$ cat src/rtl/qla_pkg.sv
`timescale 1ns / 1ps
// shared types, constants and helper functions for the q-learning agent
// no dependencies; the files that use it refer to it by scoped names
package qla_pkg;

	localparam int NUM_ACTIONS    = 4;
	localparam int Q_W            = 32;
	localparam int ROW_W          = NUM_ACTIONS * Q_W;
	localparam int STATE_W        = 8;
	localparam int COEF_W         = 16;
	localparam int NUM_STATES_DEF = 256;

	localparam int ADDR_W = 4;
	localparam int DATA_W = 32;

	localparam logic [STATE_W-1:0] START_STATE_RST = 8'd0;
	localparam logic [COEF_W-1:0]  LEARN_RATE_RST  = 16'd6554;
	localparam logic [COEF_W-1:0]  DISCOUNT_RST    = 16'd58982;

	// register indexes (byte address / 4)
	localparam logic [1:0] REG_START_STATE = 2'd0;
	localparam logic [1:0] REG_LEARN_RATE  = 2'd1;
	localparam logic [1:0] REG_DISCOUNT    = 2'd2;

	typedef enum logic [2:0] {
		ST_CLEAR,
		ST_IDLE,
		ST_RD_NXT,
		ST_MAX,
		ST_MUL1,
		ST_MUL2,
		ST_DONE
	} state_t;

	typedef struct packed {
		logic clear;
		logic rd_cur;
		logic rd_nxt;
		logic cap_cur;
		logic cap_max;
		logic mul1;
		logic mul2;
		logic finish;
	} cmd_t;

	typedef struct packed {
		logic clear_done;
		logic mode;
		logic reward_zero;
		logic out_busy;
	} sts_t;

	function automatic logic signed [Q_W-1:0] entry(input logic [ROW_W-1:0] row,
			input logic [1:0] idx);
		return $signed(row[idx*Q_W +: Q_W]);
	endfunction

	// greedy pick, ties keep the lower index
	function automatic logic [1:0] best_idx(input logic [ROW_W-1:0] row);
		logic [1:0] b;
		b = 2'd0;
		for (int i = 1; i < NUM_ACTIONS; i++) begin
			if (entry(row, b) < entry(row, 2'(i))) begin
				b = 2'(i);
			end
		end
		return b;
	endfunction

	function automatic logic signed [Q_W-1:0] sat36(input logic signed [35:0] v);
		logic signed [Q_W-1:0] r;
		if ((v[35:31] == 5'b00000) || (v[35:31] == 5'b11111)) begin
			r = v[31:0];
		end else if (v[35]) begin
			r = 32'sh8000_0000;
		end else begin
			r = 32'sh7fff_ffff;
		end
		return r;
	endfunction

endpackage

$ cat src/rtl/qla_regs.sv
`timescale 1ns / 1ps
// apb register block: start_state, learn_rate, discount
// depends on qla_pkg
module qla_regs (
	input  logic                           clk,
	input  logic                           arst_n,
	input  logic                           psel,
	input  logic                           penable,
	input  logic                           pwrite,
	input  logic [qla_pkg::ADDR_W-1:0]     paddr,
	input  logic [qla_pkg::DATA_W-1:0]     pwdata,
	output logic [qla_pkg::DATA_W-1:0]     prdata,
	output logic                           pready,
	output logic [qla_pkg::STATE_W-1:0]    start_state,
	output logic                           start_wr,
	output logic [qla_pkg::COEF_W-1:0]     learn_rate,
	output logic [qla_pkg::COEF_W-1:0]     discount
);

	logic [qla_pkg::STATE_W-1:0] start_state_q;
	logic [qla_pkg::COEF_W-1:0]  learn_rate_q;
	logic [qla_pkg::COEF_W-1:0]  discount_q;
	logic                        wr_en;
	logic [1:0]                  reg_idx;

	assign pready  = 1'b1;
	assign wr_en   = psel & penable & pwrite;
	assign reg_idx = paddr[3:2];

	always_ff @(posedge clk or negedge arst_n) begin
		if (!arst_n) begin
			start_state_q <= qla_pkg::START_STATE_RST;
			learn_rate_q  <= qla_pkg::LEARN_RATE_RST;
			discount_q    <= qla_pkg::DISCOUNT_RST;
		end else if (wr_en) begin
			case (reg_idx)
				qla_pkg::REG_START_STATE: start_state_q <= pwdata[qla_pkg::STATE_W-1:0];
				qla_pkg::REG_LEARN_RATE:  learn_rate_q  <= pwdata[qla_pkg::COEF_W-1:0];
				qla_pkg::REG_DISCOUNT:    discount_q    <= pwdata[qla_pkg::COEF_W-1:0];
				default: ;
			endcase
		end
	end

	always_comb begin
		case (reg_idx)
			qla_pkg::REG_START_STATE: prdata = 32'(start_state_q);
			qla_pkg::REG_LEARN_RATE:  prdata = 32'(learn_rate_q);
			qla_pkg::REG_DISCOUNT:    prdata = 32'(discount_q);
			default:                  prdata = '0;
		endcase
	end

	// writing start_state also moves the agent there
	assign start_wr    = wr_en && (reg_idx == qla_pkg::REG_START_STATE);
	assign start_state = pwdata[qla_pkg::STATE_W-1:0];
	assign learn_rate  = learn_rate_q;
	assign discount    = discount_q;

endmodule

$ cat config.mk
export PLATFORM = sky130hd
export DESIGN_NAME = qla_regs
export DESIGN_NICKNAME = d
export VERILOG_FILES = /design/src/rtl/qla_pkg.sv /design/src/rtl/qla_regs.sv
export SDC_FILE = /design/constraint.sdc
export NUM_CORES = 1
export LEC_CHECK = 0
export ABC_AREA = 0
export BUFFER_PORTS_ARGS = -buffer_cell sky130_fd_sc_hd__buf_4
export CAP_MARGIN = 20
export CELL_PAD_IN_SITES_DETAIL_PLACEMENT = 1
export CELL_PAD_IN_SITES_GLOBAL_PLACEMENT = 1
export CORE_MARGIN = 3
export CORE_UTILIZATION = 36
export CTS_CLUSTER_DIAMETER = 40
export CTS_CLUSTER_SIZE = 14
export DETAILED_ROUTE_END_ITERATION = 7
export PLACE_DENSITY_LB_ADDON = 0.1
export SLEW_MARGIN = 10
export SYNTH_ARGS = -nofsm -noshare
export SYNTH_HDL_FRONTEND = slang
export SYNTH_SLANG_ARGS = --single-unit
$ cat constraint.sdc
create_clock -name clk -period 2.2 [get_ports clk]
set_clock_uncertainty 0.2 [all_clocks]
set_input_delay 0.22 -clock clk [delete_from_list [all_inputs] [get_ports clk]]
set_output_delay 0.22 -clock clk [all_outputs]
set_load 0.01 [all_outputs]
# Word-level counts from Yosys, hierarchy flattened
# Cells that the tools add are included.
# word_totals
elab_cells	13
ff_bits	40
in_bits	41
# op_classes
mux	1
n_bitwise	2
n_eq_ne	2
reduce_logical	5
# op_table
op	n
$pmux 16 s3	1
$reduce_and 2->1	3
$and 1x1->1	2
$eq 2x1->1 const B	1
$eq 2x2->1 const B	1
$logic_not 2->1	1
$logic_and 1x1->1	1

# Depth between registers and ports, before layout
# logic_depth
depth_word	3
mapped_depth	5

# Worst setup path before layout
# OpenSTA, ideal clock, no wires.
# synth_timing
path_type	input to register
start	input paddr[3] (netlist name)
end	register start_state_q[0] (netlist name)
n_path_buf	1
path_slack_ns	0.582
t_required_ns	1.875
arrival_time_ns	1.293
cell_stages	3
path_cell_list	buf_2 -> nor3_2 -> mux2_2
# synth_via
elab_chain_len	2
# synth_rtl
item	line_no	source
from (decl)	qla_regs.sv:10	input logic [qla_pkg::ADDR_W-1:0] paddr,
$logic_not 2->1	qla_regs.sv:36	case (reg_idx)
$reduce_and 2->1 (no source line)	--	
to (signal assigned)	qla_regs.sv:32	start_state_q <= qla_pkg::START_STATE_RST;
to (signal assigned)	qla_regs.sv:37	qla_pkg::REG_START_STATE: start_state_q <= pwdata[qla_pkg::STATE_W-1:0];
to (decl)	qla_regs.sv:20	logic [qla_pkg::STATE_W-1:0] start_state_q;
# Every way passes these cells.
# A chain may end at the register's enable or synchronous reset.

# Worst setup path in the final report
# layout_timing
start	input paddr[2] (netlist name)
end	output prdata[13] (netlist name)
# layout_via
elab_chain_len	2
elab_cells_between_ends	4
cone_classes	eq/ne (2); mux (1); reduce/logical (1)
# layout_rtl
item	line_no	source
$eq 2x2->1, or another cell as far along	qla_regs.sv:46	case (reg_idx)
$pmux 16 s3 *	qla_regs.sv:46	
to (decl)	qla_regs.sv:12	output logic [qla_pkg::DATA_W-1:0] prdata,
# Every way passes the cells marked *; elsewhere a longest branch is shown, timed or not.

==> run metrics <==
outcome=finished clean; Remaining DRCs=0; Syn Area/Cell=13.4 um^2; Die Footprint=6620 um^2; first-pass GRT wire length=8220 um; TNS Setup=0 ns; Yosys reg bits=40; Die Ht=81.4 um; initial antenna violation count=0; hold crit path type=input port to async pin; CTS tree=yes; WP buf/inv=2; total global routing overflow=0; Inst Count DP=289; Setup Crit Path Kind=input port to output port; CP required=1.78 ns; Final Hold Viols=0; Worst Tran Pin Value=0.639 ns; Root Buffer=clkbuf_8; post-synth top area share=just under 30%; largest area contributor in the netlist=dfrtp_1; I/O pins=115; routed vias/inst=between 4 and 5; most used cell along the critical path=buf_4; Worst setup SP type=input port; CTS hold repair buffers=17; DPL Wire Length=roughly 3600 um; Detailed Route WL=5270 um; Antenna Cells=0; CP max FO=13; post-CTS setup buffer count=0; Post-synth ARST share=100%; Syn Std Cell Area=2040 um^2; CP Cell Sequence=buf_4, nor2b_1, a22o_1, buf_4; number of flops mapped to enable cells by yosys=0; DRT iter0 DRCs=56; gpl congestion=0.657; Critical R2R Launch=learn_rate[6]; Layout Nets=284; DR pass1 iterations=2; Critical Path End Type=output port; Starting Density=approximately 39%; largest net degree at the start of global routing=just over 40; DR vias=1479; WP depth=4; Yosys cell types=19; Cells after Synth=153; Die Width=81.4 um; share of layout cells above drive strength 1=61.1%; worst vdd ir=~0.45 mV; cts repair resizes=0; r2r worst-path depth=1; fin cells=about 310; Slew Limit Headroom=between 50% and 60%; Commonest cells post-synth=30 x mux2_2, 26 x buf_4, 24 x dfrtp_1; Buffers on Ports=79; period utilization=83.2%; Core Area=5300 um^2; Final min period=about 1.8 ns; Worst Setup EP=prdata[13]; Reg2Reg Setup Slack=roughly 1.2 ns; ys flop type=dfrtp_1; Critical Path AT=1.41 ns; RR Endpoint=learn_rate[6]; top post-synthesis cells by area=dfrtp_1 29%, dfstp_2 21%, mux2_2 17%, buf_4 9.5%, mux2_4 7.3%; # setup viols final=0; routed wire length per instance=16.8 um; Power per Cell Area=around 840 nW/um^2; vias in the first global route=1589; Worst-path clk slew=0.07 ns; Std-Cell Rows=26; Layout area overhead=38.2%; max-cap violation count=0; P_leak=1.38 nW; H-Tree Level Count=2; yosys warns=0; fin. max-slew vios=0; most common cell in the netlist=mux2_2; Clock Tree Buf Depth=2; Inserted Clock Buffers=5; CP startpoint=paddr[2]; critical path's top delay family=simple AND/OR/NAND/NOR gates; Final ANT Viol Nets=0; clock network latency to the later pin of the worst-skew pair=0.29 ns; CP peak stage delay=0.57 ns; slowest stage cell, crit path=nor2b_1; RSZ-0062 raised after global routing=false; GR Util All Layers=16.7%; maximum clock frequency=546 MHz; register area share after synthesis=49.9%; Clock Sink Count=40
[metrics by stage]
stage	hold slack [ns]	setup slack, ns	total power [mW]	cell area [um^2]	utilization, %
global route	0.284	0.246	2.53	2830	53.3
finish	0.251	0.370	2.38	2830	53.3
CTS	0.249	0.360	2.42	2830	53.3
detailed placement	0.0301	0.361	1.88	2560	48.4
global placement	0.0176	0.400	1.84	2560	48.4
floorplan	-0.276	0.582	1.48	2100	-
[cells by family (layout without fill, tap and decap cells)]
| kind of cell | Yosys count | after routing | share of synthesized area [%] |
|---|---|---|---|
| AOI/OAI and AO/OA | 16 | 16 | 5.39 |
| other | 2 | 17 | 0.367 |
| and+or+nand+nor | 14 | 14 | 4.10 |
| buffers and inverters | 33 | 109 | 12.4 |
| DFF | 40 | 40 | 49.9 |
| muxes | 48 | 48 | 27.8 |
[flip-flops by register name, summed over array words and instances, names as in the netlist]
signal	flops
start_state_q	8
learn_rate	16
discount	16
[worst min path at each step]
stage                      start             to  slack, ns
after floorplan           arst_n    discount[0]      -0.28
after global placement    arst_n  learn_rate[9]       0.02
after detailed placement  arst_n  learn_rate[9]       0.03
after CTS                 arst_n  learn_rate[9]       0.25
after global routing      arst_n  learn_rate[9]       0.28
final                     arst_n  learn_rate[9]       0.25
[per-layer routing]
layer	global-route usage [%]	vias up	share of wire [%]
li1	-	668	-
met1	18.9	743	40
met2	30.8	63	53
met3	4.21	5	6.6
met4	4.56	0	1.1
met5	0	-	0
[cell usage in the layout, fill, tap and decap left out, drive strengths merged, types with 16 or more instances in the layout]
cell type     n
buf          84
dlygate4sd3  17
mux2         40
dfrtp        24
conb         17
dfstp        16
[power breakdown]
part | total [mW] | leakage [nW] | internal, mW | switching [mW]
clock network | 0.497 | 0.0455 | 0.256 | 0.241
registers | 1.09 | 0.462 | 0.959 | 0.134
logic | 0.786 | 0.870 | 0.469 | 0.317
total | 2.38 | 1.38 | 1.68 | 0.692
[layout make-up]
class | instances | area, um^2
Fill cell | 553 | 2480
Tap cell | 70 | 87.6
Clock buffer | 8 | 90.1
Timing Repair Buffer | 101 | 801
Sequential cell | 40 | 1020
Multi-Input combinational cell | 95 | 826
(Power assumes the default switching activity.)
