### config.mk
export PLATFORM = sky130hd
export DESIGN_NAME = qla_ctrl
export DESIGN_NICKNAME = d
export VERILOG_FILES = /design/src/rtl/qla_pkg.sv /design/src/rtl/qla_ctrl.sv
export SDC_FILE = /design/constraint.sdc
export NUM_CORES = 1
export LEC_CHECK = 0
export ABC_AREA = 1
export BUFFER_PORTS_ARGS = -buffer_cell sky130_fd_sc_hd__buf_2
export CAP_MARGIN = 10
export CORE_AREA = 2 2 39 41
export CTS_BUF_LIST = sky130_fd_sc_hd__clkbuf_2 sky130_fd_sc_hd__clkbuf_4 sky130_fd_sc_hd__clkbuf_8
export CTS_CLUSTER_SIZE = 10
export DETAILED_ROUTE_END_ITERATION = 8
export DIE_AREA = 0 0 41 43
export PLACE_DENSITY = 0.52
export SETUP_SLACK_MARGIN = 0.15
export SLEW_MARGIN = 40
export SYNTH_ARGS = -nofsm -noshare
export SYNTH_HDL_FRONTEND = slang
export SYNTH_SLANG_ARGS = --single-unit
### constraint.sdc
create_clock -name clk -period 2.1 [get_ports clk]
set_input_delay 0.21 -clock clk [delete_from_list [all_inputs] [get_ports clk]]
set_output_delay 0.21 -clock clk [all_outputs]
set_load 0.1 [all_outputs]
### src/rtl/qla_pkg.sv
`timescale 1ns / 1ps
// shared types, constants and helper functions for the q-learning agent
// no dependencies; the files that use it refer to it by scoped names
package qla_pkg;

	localparam int NUM_ACTIONS    = 4;
	localparam int Q_W            = 32;
	localparam int ROW_W          = NUM_ACTIONS * Q_W;
	localparam int STATE_W        = 8;
	localparam int COEF_W         = 16;
	localparam int NUM_STATES_DEF = 256;

	localparam int ADDR_W = 4;
	localparam int DATA_W = 32;

	localparam logic [STATE_W-1:0] START_STATE_RST = 8'd0;
	localparam logic [COEF_W-1:0]  LEARN_RATE_RST  = 16'd6554;
	localparam logic [COEF_W-1:0]  DISCOUNT_RST    = 16'd58982;

	// register indexes (byte address / 4)
	localparam logic [1:0] REG_START_STATE = 2'd0;
	localparam logic [1:0] REG_LEARN_RATE  = 2'd1;
	localparam logic [1:0] REG_DISCOUNT    = 2'd2;

	typedef enum logic [2:0] {
		ST_CLEAR,
		ST_IDLE,
		ST_RD_NXT,
		ST_MAX,
		ST_MUL1,
		ST_MUL2,
		ST_DONE
	} state_t;

	typedef struct packed {
		logic clear;
		logic rd_cur;
		logic rd_nxt;
		logic cap_cur;
		logic cap_max;
		logic mul1;
		logic mul2;
		logic finish;
	} cmd_t;

	typedef struct packed {
		logic clear_done;
		logic mode;
		logic reward_zero;
		logic out_busy;
	} sts_t;

	function automatic logic signed [Q_W-1:0] entry(input logic [ROW_W-1:0] row,
			input logic [1:0] idx);
		return $signed(row[idx*Q_W +: Q_W]);
	endfunction

	// greedy pick, ties keep the lower index
	function automatic logic [1:0] best_idx(input logic [ROW_W-1:0] row);
		logic [1:0] b;
		b = 2'd0;
		for (int i = 1; i < NUM_ACTIONS; i++) begin
			if (entry(row, b) < entry(row, 2'(i))) begin
				b = 2'(i);
			end
		end
		return b;
	endfunction

	function automatic logic signed [Q_W-1:0] sat36(input logic signed [35:0] v);
		logic signed [Q_W-1:0] r;
		if ((v[35:31] == 5'b00000) || (v[35:31] == 5'b11111)) begin
			r = v[31:0];
		end else if (v[35]) begin
			r = 32'sh8000_0000;
		end else begin
			r = 32'sh7fff_ffff;
		end
		return r;
	endfunction

endpackage

### src/rtl/qla_ctrl.sv
`timescale 1ns / 1ps
// controller fsm: table clear sweep, item sequencing, datapath commands
// depends on qla_pkg
module qla_ctrl (
	input  logic          clk,
	input  logic          arst_n,
	input  logic          in_valid,
	output logic          in_ready,
	input  qla_pkg::sts_t sts,
	output qla_pkg::cmd_t cmd
);

	qla_pkg::state_t state_q, state_d;

	always_ff @(posedge clk or negedge arst_n) begin
		if (!arst_n) begin
			state_q <= qla_pkg::ST_CLEAR;
		end else begin
			state_q <= state_d;
		end
	end

	always_comb begin
		state_d = state_q;
		case (state_q)
			qla_pkg::ST_CLEAR: begin
				if (sts.clear_done) state_d = qla_pkg::ST_IDLE;
			end
			qla_pkg::ST_IDLE: begin
				if (in_valid) state_d = qla_pkg::ST_RD_NXT;
			end
			qla_pkg::ST_RD_NXT: begin
				// only a learn step with zero reward needs the next row
				if (sts.mode && sts.reward_zero) state_d = qla_pkg::ST_MAX;
				else state_d = qla_pkg::ST_DONE;
			end
			qla_pkg::ST_MAX:  state_d = qla_pkg::ST_MUL1;
			qla_pkg::ST_MUL1: state_d = qla_pkg::ST_MUL2;
			qla_pkg::ST_MUL2: state_d = qla_pkg::ST_DONE;
			qla_pkg::ST_DONE: begin
				if (!sts.out_busy) state_d = qla_pkg::ST_IDLE;
			end
			default: state_d = qla_pkg::ST_CLEAR;
		endcase
	end

	always_comb begin
		cmd      = '0;
		in_ready = 1'b0;
		case (state_q)
			qla_pkg::ST_CLEAR: cmd.clear = 1'b1;
			qla_pkg::ST_IDLE: begin
				in_ready   = 1'b1;
				cmd.rd_cur = in_valid;
			end
			qla_pkg::ST_RD_NXT: begin
				cmd.cap_cur = 1'b1;
				cmd.rd_nxt  = 1'b1;
			end
			qla_pkg::ST_MAX:  cmd.cap_max = 1'b1;
			qla_pkg::ST_MUL1: cmd.mul1    = 1'b1;
			qla_pkg::ST_MUL2: cmd.mul2    = 1'b1;
			qla_pkg::ST_DONE: cmd.finish  = !sts.out_busy;
			default: ;
		endcase
	end

`ifndef NO_ASSERTIONS
	a_accept_reads: assert property (@(posedge clk) disable iff (!arst_n)
		(state_q == qla_pkg::ST_IDLE && in_valid && in_ready) |=>
		(state_q == qla_pkg::ST_RD_NXT))
		else $error("accepted word did not start the row read");

	a_no_overwrite: assert property (@(posedge clk) disable iff (!arst_n)
		cmd.finish |-> !sts.out_busy)
		else $error("result loaded while output word still pending");

	a_mul_order: assert property (@(posedge clk) disable iff (!arst_n)
		cmd.mul2 |-> $past(cmd.mul1))
		else $error("second multiply without the first");

	a_max_only_learn: assert property (@(posedge clk) disable iff (!arst_n)
		(state_q == qla_pkg::ST_MAX) |-> (sts.mode && sts.reward_zero))
		else $error("next row max taken outside a zero reward learn step");
`endif

endmodule

After elaboration in Yosys (flattened, before gate mapping)

Index checks and enable logic that the tools add are counted.

Register bits: 3
Bits in latches: 0
RAM bits: 0
ROM bits: 0
Input bits: 7
Output and inout port bits: 9
Word-level logic and storage cells: 27
Memories: 0

$add $sub $neg: 0
Multipliers: 0
Div/mod/pow operators: 0
Magnitude comparators: 0
Equality and inequality tests: 9
Shifts and indexed selects: 0
Muxes and demuxes: 13
Bitwise gates (word level): 0
Reduce and logical (&&, ||, !) cells: 4

Operators by type and width:

| cell               | count |
|---|---|
| $pmux 3 s7         | 1 |
| $mux 3             | 4 |
| $eq 3x3->1 const B | 3 |
| $mux 1             | 7 |
| $eq 3x2->1 const B | 2 |
| $ne 2x2->1 const B | 3 |
| $eq 3x1->1 const B | 1 |
| $logic_not 3->1    | 1 |
| $reduce_and 3->1   | 1 |
| $mux 2             | 1 |
| $logic_and 1x1->1  | 1 |
| $logic_not 1->1    | 1 |

Depth between registers and ports, before layout

Gate-level depths: netlist of run 1.

Word-level depth: 3
Depth in mapped cells: 5

Worst setup path after synthesis of run 1

No wires, ideal clock.

Kind: register to output
Start: register state_q[2]
End: output port cmd[0] in the netlist's numbering
Data arrival time: 3.360 ns
Slack: -1.470 ns
Cell stages (with the launch flop): 3
Buffers on the path: 0
Cell sequence: dfrtp_1 -> inv_2 -> nor4_1

RTL lines:

| what                     | line           | text |
|---|---|---|
| start: declaration       | qla_ctrl.sv:13 | `qla_pkg::state_t state_q, state_d;` |
| start signal: assignment | qla_ctrl.sv:17 | `state_q <= qla_pkg::ST_CLEAR;` |
| start signal: assignment | qla_ctrl.sv:19 | `state_q <= state_d;` |
| end: declaration         | qla_ctrl.sv:10 | `output qla_pkg::cmd_t cmd` |

==> run metrics, run 1 <==
status finished, final reports clean; TritonCTS Sinks 3; worst-path fanout max 5; nets about 70; DIE HEIGHT 43 µm; max-slew violation count 0; post-synthesis simple-gate area fraction 0.463; CTS tree yes; clock skew 0.00486 ns; mean area per synthesized cell a little over 6 µm²; main combinational cell family by area after synthesis simple AND/OR/NAND/NOR gates; Top-Level Pins 16; XOR/XNOR Fraction of Synth Area 0; initial antenna violation count 0; critical path arrival between 1.5 and 2 ns; Req. time, crit path ~1.9 ns; Syn. warnings 0; Distinct cells, synth 15; Post-synth EDFFs 0; worst hold path type input pin to async pin; Port Buf Inserts 15; Yosys reg bits 3; Largest register FFs 3; overall routing resource usage 0.0937; vias post-DR slightly above 300; routability-driven placement congestion ratio around 0.73; vias in the first global route ~270; Crit Path Category register to output port; layout cells sized above 1 0.467; vias per cell roughly 4; WL/cell 8.72 µm; total core area 1380 µm²; Relative slew margins 0.677; most frequent cell after synthesis nand2_1; Starting Density 0.182; clock insertion delay at the later pin of the skew report 0.24 ns; Max clock buf depth 2; CP startpoint kind register; Mapped Area approximately 250 µm²; die area approximately 1800 µm²; RSZ-0062 raised after global routing no; Clock Tree Root clkbuf_4; n_diodes 0; DR iter-0 viols 5; post-CTS setup repair buffer count 0; max_cap viols 0; asr flop ratio synth 1.00; Pre-Repair DR Iteration Count 4; Synth Instances a little over 40; hpwl dp roughly 560 µm; Yosys top cell area share 0.299; sequential fraction of the synthesis area 0.299; Commonest cells post-synth 11 x nand2_1, 6 x inv_1, 6 x nor2_1, 3 x dfrtp_1, 3 x inv_2; Largest Register state_q; Finished Core Util 0.288; Layout area overhead 58.7%; R2R Setup Slk 1.08 ns; Compound-Gate Fraction of Synth Area 0.0746; chip width a little over 40 µm; first-pass GRT wire length ~1.1 mm; ANT nets after route 0; Most used DFF post-synth dfrtp_1; mux share of post-synthesis cell area 0; grt total ovfl 0; crit path time final around 1.7 ns; Yosys top cell by area dfrtp_1; syn nets 48; CP Capture Type output port; CTS Buf Count 3; Post-Synth Adder-Cell Area 0; final setup vio count 0; H-tree Lvls 1; Worst-Margin Slew roughly 0.5 ns; final worst-path cycle share 0.827; Fmax between 500 and 600 MHz; Rows 14; biggest regs state_q x3; setup TNS 0 ns; Clk pin slew, worst setup/hold paths 0.04 ns; largest net degree at the start of global routing 9; Hold Vio Cnt, Final 0; final wirelength ~660 µm; DRC Markers 0; top post-synthesis cells by area dfrtp_1 30%, nand2_1 16%, inv_1 9.0%
==> per-stage QoR <==
stage | worst slack, ns | area, µm² | cells | hold slack [ns]
after CTS | 0.346 | 399 | 76 | 0.288
after floorplan | -0.0123 | 272 | 41 | -0.0856
after global routing | 0.258 | 399 | 76 | 0.293
final | 0.363 | 399 | 76 | 0.290
after global placement | 0.590 | 359 | 71 | 0.0127
after detailed placement | 0.594 | 359 | 71 | 0.00924
==> cell type report <==
| cell class | instances | area, µm² |
|---|---|---|
| repair buffers | 16 | 85.1 |
| flip-flops and latches | 3 | 75.1 |
| well taps | 16 | 20.0 |
| clock buffers | 4 | 30.0 |
| fillers | 169 | 985 |
| multi-input cells | 28 | 155 |
| inverters | 9 | 33.8 |
==> final timing paths <==
path | cells past startpoint | end | from
max | 5 | cmd[6] | state_q[0]$_DFFE_PN0P_
min | 2 | state_q[1]$_DFFE_PN0P_ | arst_n
max reg2reg | 5 | state_q[1]$_DFFE_PN0P_ | state_q[0]$_DFFE_PN0P_
min reg2reg | 2 | state_q[2]$_DFFE_PN0P_ | state_q[2]$_DFFE_PN0P_
max in group asynchronous | 2 | state_q[0]$_DFFE_PN0P_ | arst_n
min in group clk | 4 | state_q[0]$_DFFE_PN0P_ | in_valid
==> routing by layer <==
layer  track usage  wire, µm
met5             0         0
met4        0.0800        21
met3        0.0157        22
met2         0.138       337
met1         0.110       281
==> kinds of logic after synthesis <==
kind of cell	after synthesis
compound gates	3
simple gates	25
buf+inv	10
flops	3
==> critical path, cell delays in order, from the launching register on <==
cell and delay [ns]:
dfrtp_1 0.45, inv_2 0.10, nor2_2 0.15, nand2_1 0.10, nor2_2 0.08, buf_2 0.42
==> cells in the final DEF (no fill, tap or decap), drive strengths merged <==
| cell type | count |
|---|---|
| a21oi | 2 |
| buf | 15 |
| clkbuf | 4 |
| dfrtp | 3 |
| dlygate4sd3 | 1 |
| inv | 9 |
| nand2 | 11 |
| nand3 | 3 |
| nand3b | 1 |
| nand4 | 2 |
| nor2 | 7 |
| nor4 | 1 |
| o21ai | 1 |
==> timing repair <==
| action | in CTS | in global routing |
|---|---|---|
| endpoints found under the hold margin | 3 | 0 |
| gates resized for setup | 0 | 0 |
| hold buffers | 1 | 0 |
Power of run 1 is left out: the tool's default activity adds up to more than one toggle a clock period on the data nets, which glitch-free logic cannot reach.
==> run 2, diff against run 1 <==
==> constraint.sdc (replaced) <==
create_clock -name clk -period 1.7 [get_ports clk]
set_input_delay 0.17 -clock clk [delete_from_list [all_inputs] [get_ports clk]]
set_output_delay 0.17 -clock clk [all_outputs]
set_load 0.1 [all_outputs]
==> run 2 against run 1 <==
Cell area is 33% higher. Die area did not move. Wire length increased by 6.9%. Flip-flop and latch count is the same. Final cell count unchanged. Global-route usage is 2.0 points higher. Sequential share of layout area decreased by 4.2 points. Largest cell class is now non-clock buffers. Critical path depth is 2 lower.
==> run metrics, run 2 (synthesized netlist as in run 1, its figures left out) <==
status finished, final reports clean; DRC Markers 0 (unchanged); Worst path slowest cell dfrtp_1; Relative slew margins 0.679 (+0.00252); busiest layer in global routing met1; Clock Tree Root clkbuf_4; Rows 14 (unchanged); Req. time, crit path 1.53 ns (-0.36 ns); Port Buf Inserts 15 (unchanged); Largest register FFs 3 (unchanged); Clk pin slew, worst setup/hold paths 0.04 ns (about the same); clock insertion delay at the later pin of the skew report 0.23 ns (about the same); grt total ovfl 0 (unchanged); nets 68 (unchanged); biggest regs state_q x3; post-CTS setup repair buffer count 0 (unchanged); footprint of the multi-input gates 168 µm² (+8.1%); clock skew 0.00497 ns (+0.000110 ns); max-slew violation count 0 (unchanged); n_diodes 0 (unchanged); max_cap viols 0 (unchanged); grt met2 use 0.144 (+0.00625); final wirelength 709 µm (+6.9%); CP Capture Type output port; die area 1760 µm² (unchanged); DIE HEIGHT 43 µm (unchanged); largest net degree at the start of global routing 9 (unchanged); CTS tree yes; R2R Setup Slk 0.63 ns (-0.45 ns); CP startpoint kind register; CP top delay family flip-flops; DR iter-0 viols 9 (+4); final worst-path cycle share 0.873; worst path cell trace nand2_1 -> nor2_2 -> buf_2; crit path time final around 1.5 ns; most common cell after layout, fill and taps aside nand2_1; Pre-Repair DR Iteration Count 3 (-1); initial antenna violation count 0 (unchanged); total core area 1380 µm² (unchanged); Starting Density 0.182 (unchanged); Crit Path Category register to output port; routability-driven placement congestion ratio 0.877 (+21%); Top-Level Pins 16 (unchanged); layout cells sized above 1 0.567 (+0.100); overall routing resource usage 0.114 (+0.0201); fill count 146 (-14%); Layout area overhead 111%; Largest Register state_q; Hold Vio Cnt, Final 0 (unchanged); RSZ-0062 raised after global routing yes; max incr delay on CP 0.46 ns (about the same); TritonCTS Sinks 3 (unchanged); Fmax ~670 MHz; ANT nets after route 0 (unchanged); Crit path buffers/inverters 1 (-1); final setup vio count 0 (unchanged); Finished Core Util 0.384 (+0.0958); Max clock buf depth 2 (unchanged); hpwl dp 597 µm (+7.0%); CTS Buf Count 3 (unchanged); FF/Latch Area 77.6 µm² (+3.3%); WL/cell 9.33 µm (+6.9%); critical path arrival 1.31 ns (-0.22 ns); Worst-Margin Slew 0.484 ns (-0.00381 ns); chip width 41 µm (unchanged); commonest cells after routing, fill and taps aside 11 x nand2_1, 7 x buf_2, 7 x buf_12; met3 Use GR 0.0524 (+0.0366); worst-path fanout max 6 (+1); H-tree Lvls 1 (unchanged); worst hold path type input pin to async pin; vias in the first global route 287 (+5.1%); first-pass GRT wire length 1.30 mm (+17%); met1 usage 0.146 (+0.0357); vias per cell 4.11 (+2.6%); vias post-DR 312 (+2.6%)
run 2: cell count changes in the layout (fill, tap and decap cells not counted), sizes merged:
cell and change:
inv -1, clkinvlp +1
run 2: path summary, 6_finish.rpt:
check,startpoint,to,depth (start not counted)
worst max-delay path,state_q[1]$_DFFE_PN0P_,cmd[3],3
worst min-delay path,arst_n,state_q[2]$_DFFE_PN0P_,2
worst max register to register,state_q[2]$_DFFE_PN0P_,state_q[1]$_DFFE_PN0P_,5
worst min register to register,state_q[0]$_DFFE_PN0P_,state_q[0]$_DFFE_PN0P_,3
max in group asynchronous,arst_n,state_q[0]$_DFFE_PN0P_,2
min in group clk,in_valid,state_q[0]$_DFFE_PN0P_,4
run 2: stage by stage:
stage	setup TNS (ns)	cells	worst slack [ns]	hold slack [ns]	instance area (µm²)
detailed placement	0	71	0.315	-0.0321	478
global placement	0	71	0.334	-0.0319	478
floorplan	-0.0617	41	-0.0617	-0.126	289
CTS	0	76	0.157	0.263	520
finish	0	76	0.215	0.262	532
global route	0	76	0.142	0.272	532
run 2: what timing repair did:
item,4_1_cts,5_1_grt
endpoints found under the hold margin,3,0
endpoints found under the setup margin,1,8
hold buffers,1,0
resized for setup,1,5
run 2: layout make-up:
| cell class | instances | area share |
|---|---|---|
| clock buffers | 4 | 0.0565 |
| repair buffers | 16 | 0.369 |
| inverters | 9 | 0.0753 |
| multi-input cells | 28 | 0.315 |
| flip-flops and latches | 3 | 0.146 |
| well taps | 16 | 0.0376 |
run 2: per-layer routing:
| layer | routed length, µm | part of all wire |
|---|---|---|
| met1 | 306 | 0.43 |
| met2 | 357 | 0.50 |
| met3 | 45 | 0.063 |
| met4 | 0 | 0 |
| met5 | 0 | 0 |
Power of run 2 is left out for the same reason.
==> run 3, diff against run 2 <==
--- a/config.mk
+++ b/config.mk
@@ -5,7 +5,6 @@
 export SDC_FILE = /design/constraint.sdc
 export NUM_CORES = 1
 export LEC_CHECK = 0
-export ABC_AREA = 1
 export BUFFER_PORTS_ARGS = -buffer_cell sky130_fd_sc_hd__buf_2
 export CAP_MARGIN = 10
 export CORE_AREA = 2 2 39 41
==> run 3 against run 2 <==
Worst hold slack worse by 0.0021 ns. Wire length fell by 15%. Critical path depth is the same. Final cell count is 13% lower. Count of clock-buffer cells in the layout stayed put. Non-clock buffer count grew 4. Utilization rose by 1.9 points. Maximum frequency decreased by 0.60%. Critical endpoint is now cmd[5]. Largest cell class unchanged.
==> run metrics, run 3 <==
RSZ-0062 raised after global routing yes; asr flop ratio synth 1.00 (unchanged); syn nets 37 (-23%); commonest cells after routing, fill and taps aside 8 x buf_12, 7 x buf_2, 4 x clkbuf_4; Most used DFF post-synth dfrtp_1; Starting Density 0.186 (+0.00452); Rows 14 (unchanged); Max clock buf depth 2 (unchanged); Layout area overhead 117%; first-pass GRT wire length 979 µm (-25%); Relative slew margins 0.675 (-0.00376); fill count 136 (-6.8%); total core area 1380 µm² (unchanged); Top-Level Pins 16 (unchanged); clock skew 0.000473 ns (-0.00450 ns); Synth Instances 30 (-27%); Crit Path Category register to output port; final setup vio count 0 (unchanged); max_cap viols 0 (unchanged); DR iter-0 viols 2 (-7); worst r2r src state_q[1]$_DFFE_PN0P_; vias post-DR 283 (-9.3%); sequential fraction of the synthesis area 0.291 (-0.00725); CP startpoint kind register; Largest register FFs 3 (unchanged); Post-synth EDFFs 0 (unchanged); DRC Markers 0 (unchanged); initial antenna violation count 0 (unchanged); routability-driven placement congestion ratio 0.739 (-16%); Syn. warnings 0 (unchanged); largest net degree at the start of global routing 12 (+3); FF/Latch Area 78.8 µm² (+1.6%); hold_ws 0.260 ns (-0.00214 ns); critical path arrival 1.32 ns (about the same); R2R Setup Slk 0.53 ns (-0.10 ns); final worst-path cycle share 0.879 (+0.00524); vias per cell 4.29 (+4.4%); footprint of the multi-input gates 189 µm² (+13%); worst r2r dst state_q[0]$_DFFE_PN0P_; TritonCTS Sinks 3 (unchanged); die area 1760 µm² (unchanged); n_diodes 0 (unchanged); ANT nets after route 0 (unchanged); worst-path fanout max 7 (+1); Pre-Repair DR Iteration Count 2 (-1); chip width 41 µm (unchanged); mean area per synthesized cell 8.59 µm² (+40%); Clock Tree Root clkbuf_4; vias in the first global route 261 (-9.1%); Hold Vio Cnt, Final 0 (unchanged); biggest regs state_q x3; Mapped Area 258 µm² (+2.5%); Yosys reg bits 3 (unchanged); worst hold path type input pin to async pin; dpl cell area 492 µm² (+2.9%); WL/cell 9.17 µm (-1.7%); layout cells sized above 1 0.700 (+0.133); hpwl dp 487 µm (-18%); clock insertion delay at the later pin of the skew report 0.23 ns (about the same); max-slew violation count 0 (unchanged); final wirelength 605 µm (-15%); most common cell after layout, fill and taps aside buf_12; Worst-Margin Slew 0.490 ns (+0.00567 ns); grt total ovfl 0 (unchanged); Req. time, crit path 1.53 ns (about the same); Fmax 670 MHz (-0.60%); Yosys top cell by area dfrtp_1; Port Buf Inserts 15 (unchanged); CP Capture Type output port; Distinct cells, synth 18 (+3); CTS tree yes; Largest Register state_q; Commonest cells post-synth 3 x dfrtp_1, 3 x nor3_1, 3 x nor3b_1, 3 x o21ai_0; Final Non-Filler Cells 66 (-13%); CTS Buf Count 3 (unchanged); setup TNS 0 ns (unchanged); overall routing resource usage 0.0865 (-0.0273); top post-synthesis cells by area dfrtp_1 29%, buf_6 8.7%, nor3b_1 8.7%; status finished, final reports clean; DIE HEIGHT 43 µm (unchanged); Clk pin slew, worst setup/hold paths 0.03 ns (about the same); DP Cell Count 59 (-17%); depth of the worst register-to-register path 4 (-1); fin area 558 µm² (+4.9%); nets 58 (-15%); H-tree Lvls 1 (unchanged); Yosys top cell area share 0.291 (-0.00725); crit path time final 1.49 ns (+0.00892 ns)
run 3: worst max-delay path, cell delays in order, from the launching register on:
cell	delay, ns
dfrtp_2	0.45
buf_6	0.15
nor3_4	0.27
buf_12	0.21
run 3: stage by stage:
stage / setup slack (ns) / utilization
2_1_floorplan: -0.302 / -
3_3_place_gp: 0.287 / 0.355
3_5_place_dp: 0.249 / 0.355
4_1_cts: 0.156 / 0.387
5_1_grt: 0.145 / 0.403
6_report: 0.206 / 0.403
run 3: kinds of logic (layout without fill, tap and decap cells):
family | count (synthesis) | after routing | share of synthesized area
AOI/OAI and AO/OA | 8 | 8 | 0.209
buffers and inverters | 5 | 25 | 0.160
DFF | 3 | 3 | 0.291
and+or+nand+nor | 14 | 14 | 0.340
run 3: metal layers:
layer | share of wire | global-route usage | vias to the layer above
met5 | 0 | 0 | -
met4 | 0.023 | 0.0800 | 0
met3 | 0.060 | 0.0314 | 2
met2 | 0.47 | 0.119 | 11
met1 | 0.44 | 0.0971 | 123
li1 | - | - | 147
run 3: how the worst max path moves through the flow:
stage,start,end,depth (start not counted)
2_1_floorplan,state_q[1]$_DFFE_PN0P_,cmd[6],3
3_3_place_gp,state_q[2]$_DFFE_PN0P_,cmd[0],3
3_5_place_dp,state_q[1]$_DFFE_PN0P_,cmd[5],3
4_1_cts,state_q[0]$_DFFE_PN0P_,cmd[5],3
5_1_grt,state_q[2]$_DFFE_PN0P_,cmd[5],3
6_report,state_q[2]$_DFFE_PN0P_,cmd[5],3
run 3: what timing repair did:
item / 4_1_cts / 5_1_grt
hold buffers: 1 / 0
endpoints found under the hold margin: 3 / 0
pin swaps: 1 / 1
buffers inserted: 0 / 2
resized for setup: 4 / 2
endpoints found under the setup margin: 6 / 5
run 3: cell type report:
class	count	area share
Tap cell	16	0.0359
Clock buffer	4	0.0538
Multi-Input combinational cell	22	0.339
Inverter	1	0.00673
Timing Repair Buffer	20	0.424
Sequential cell	3	0.141
Power of run 3 is left out for the same reason.
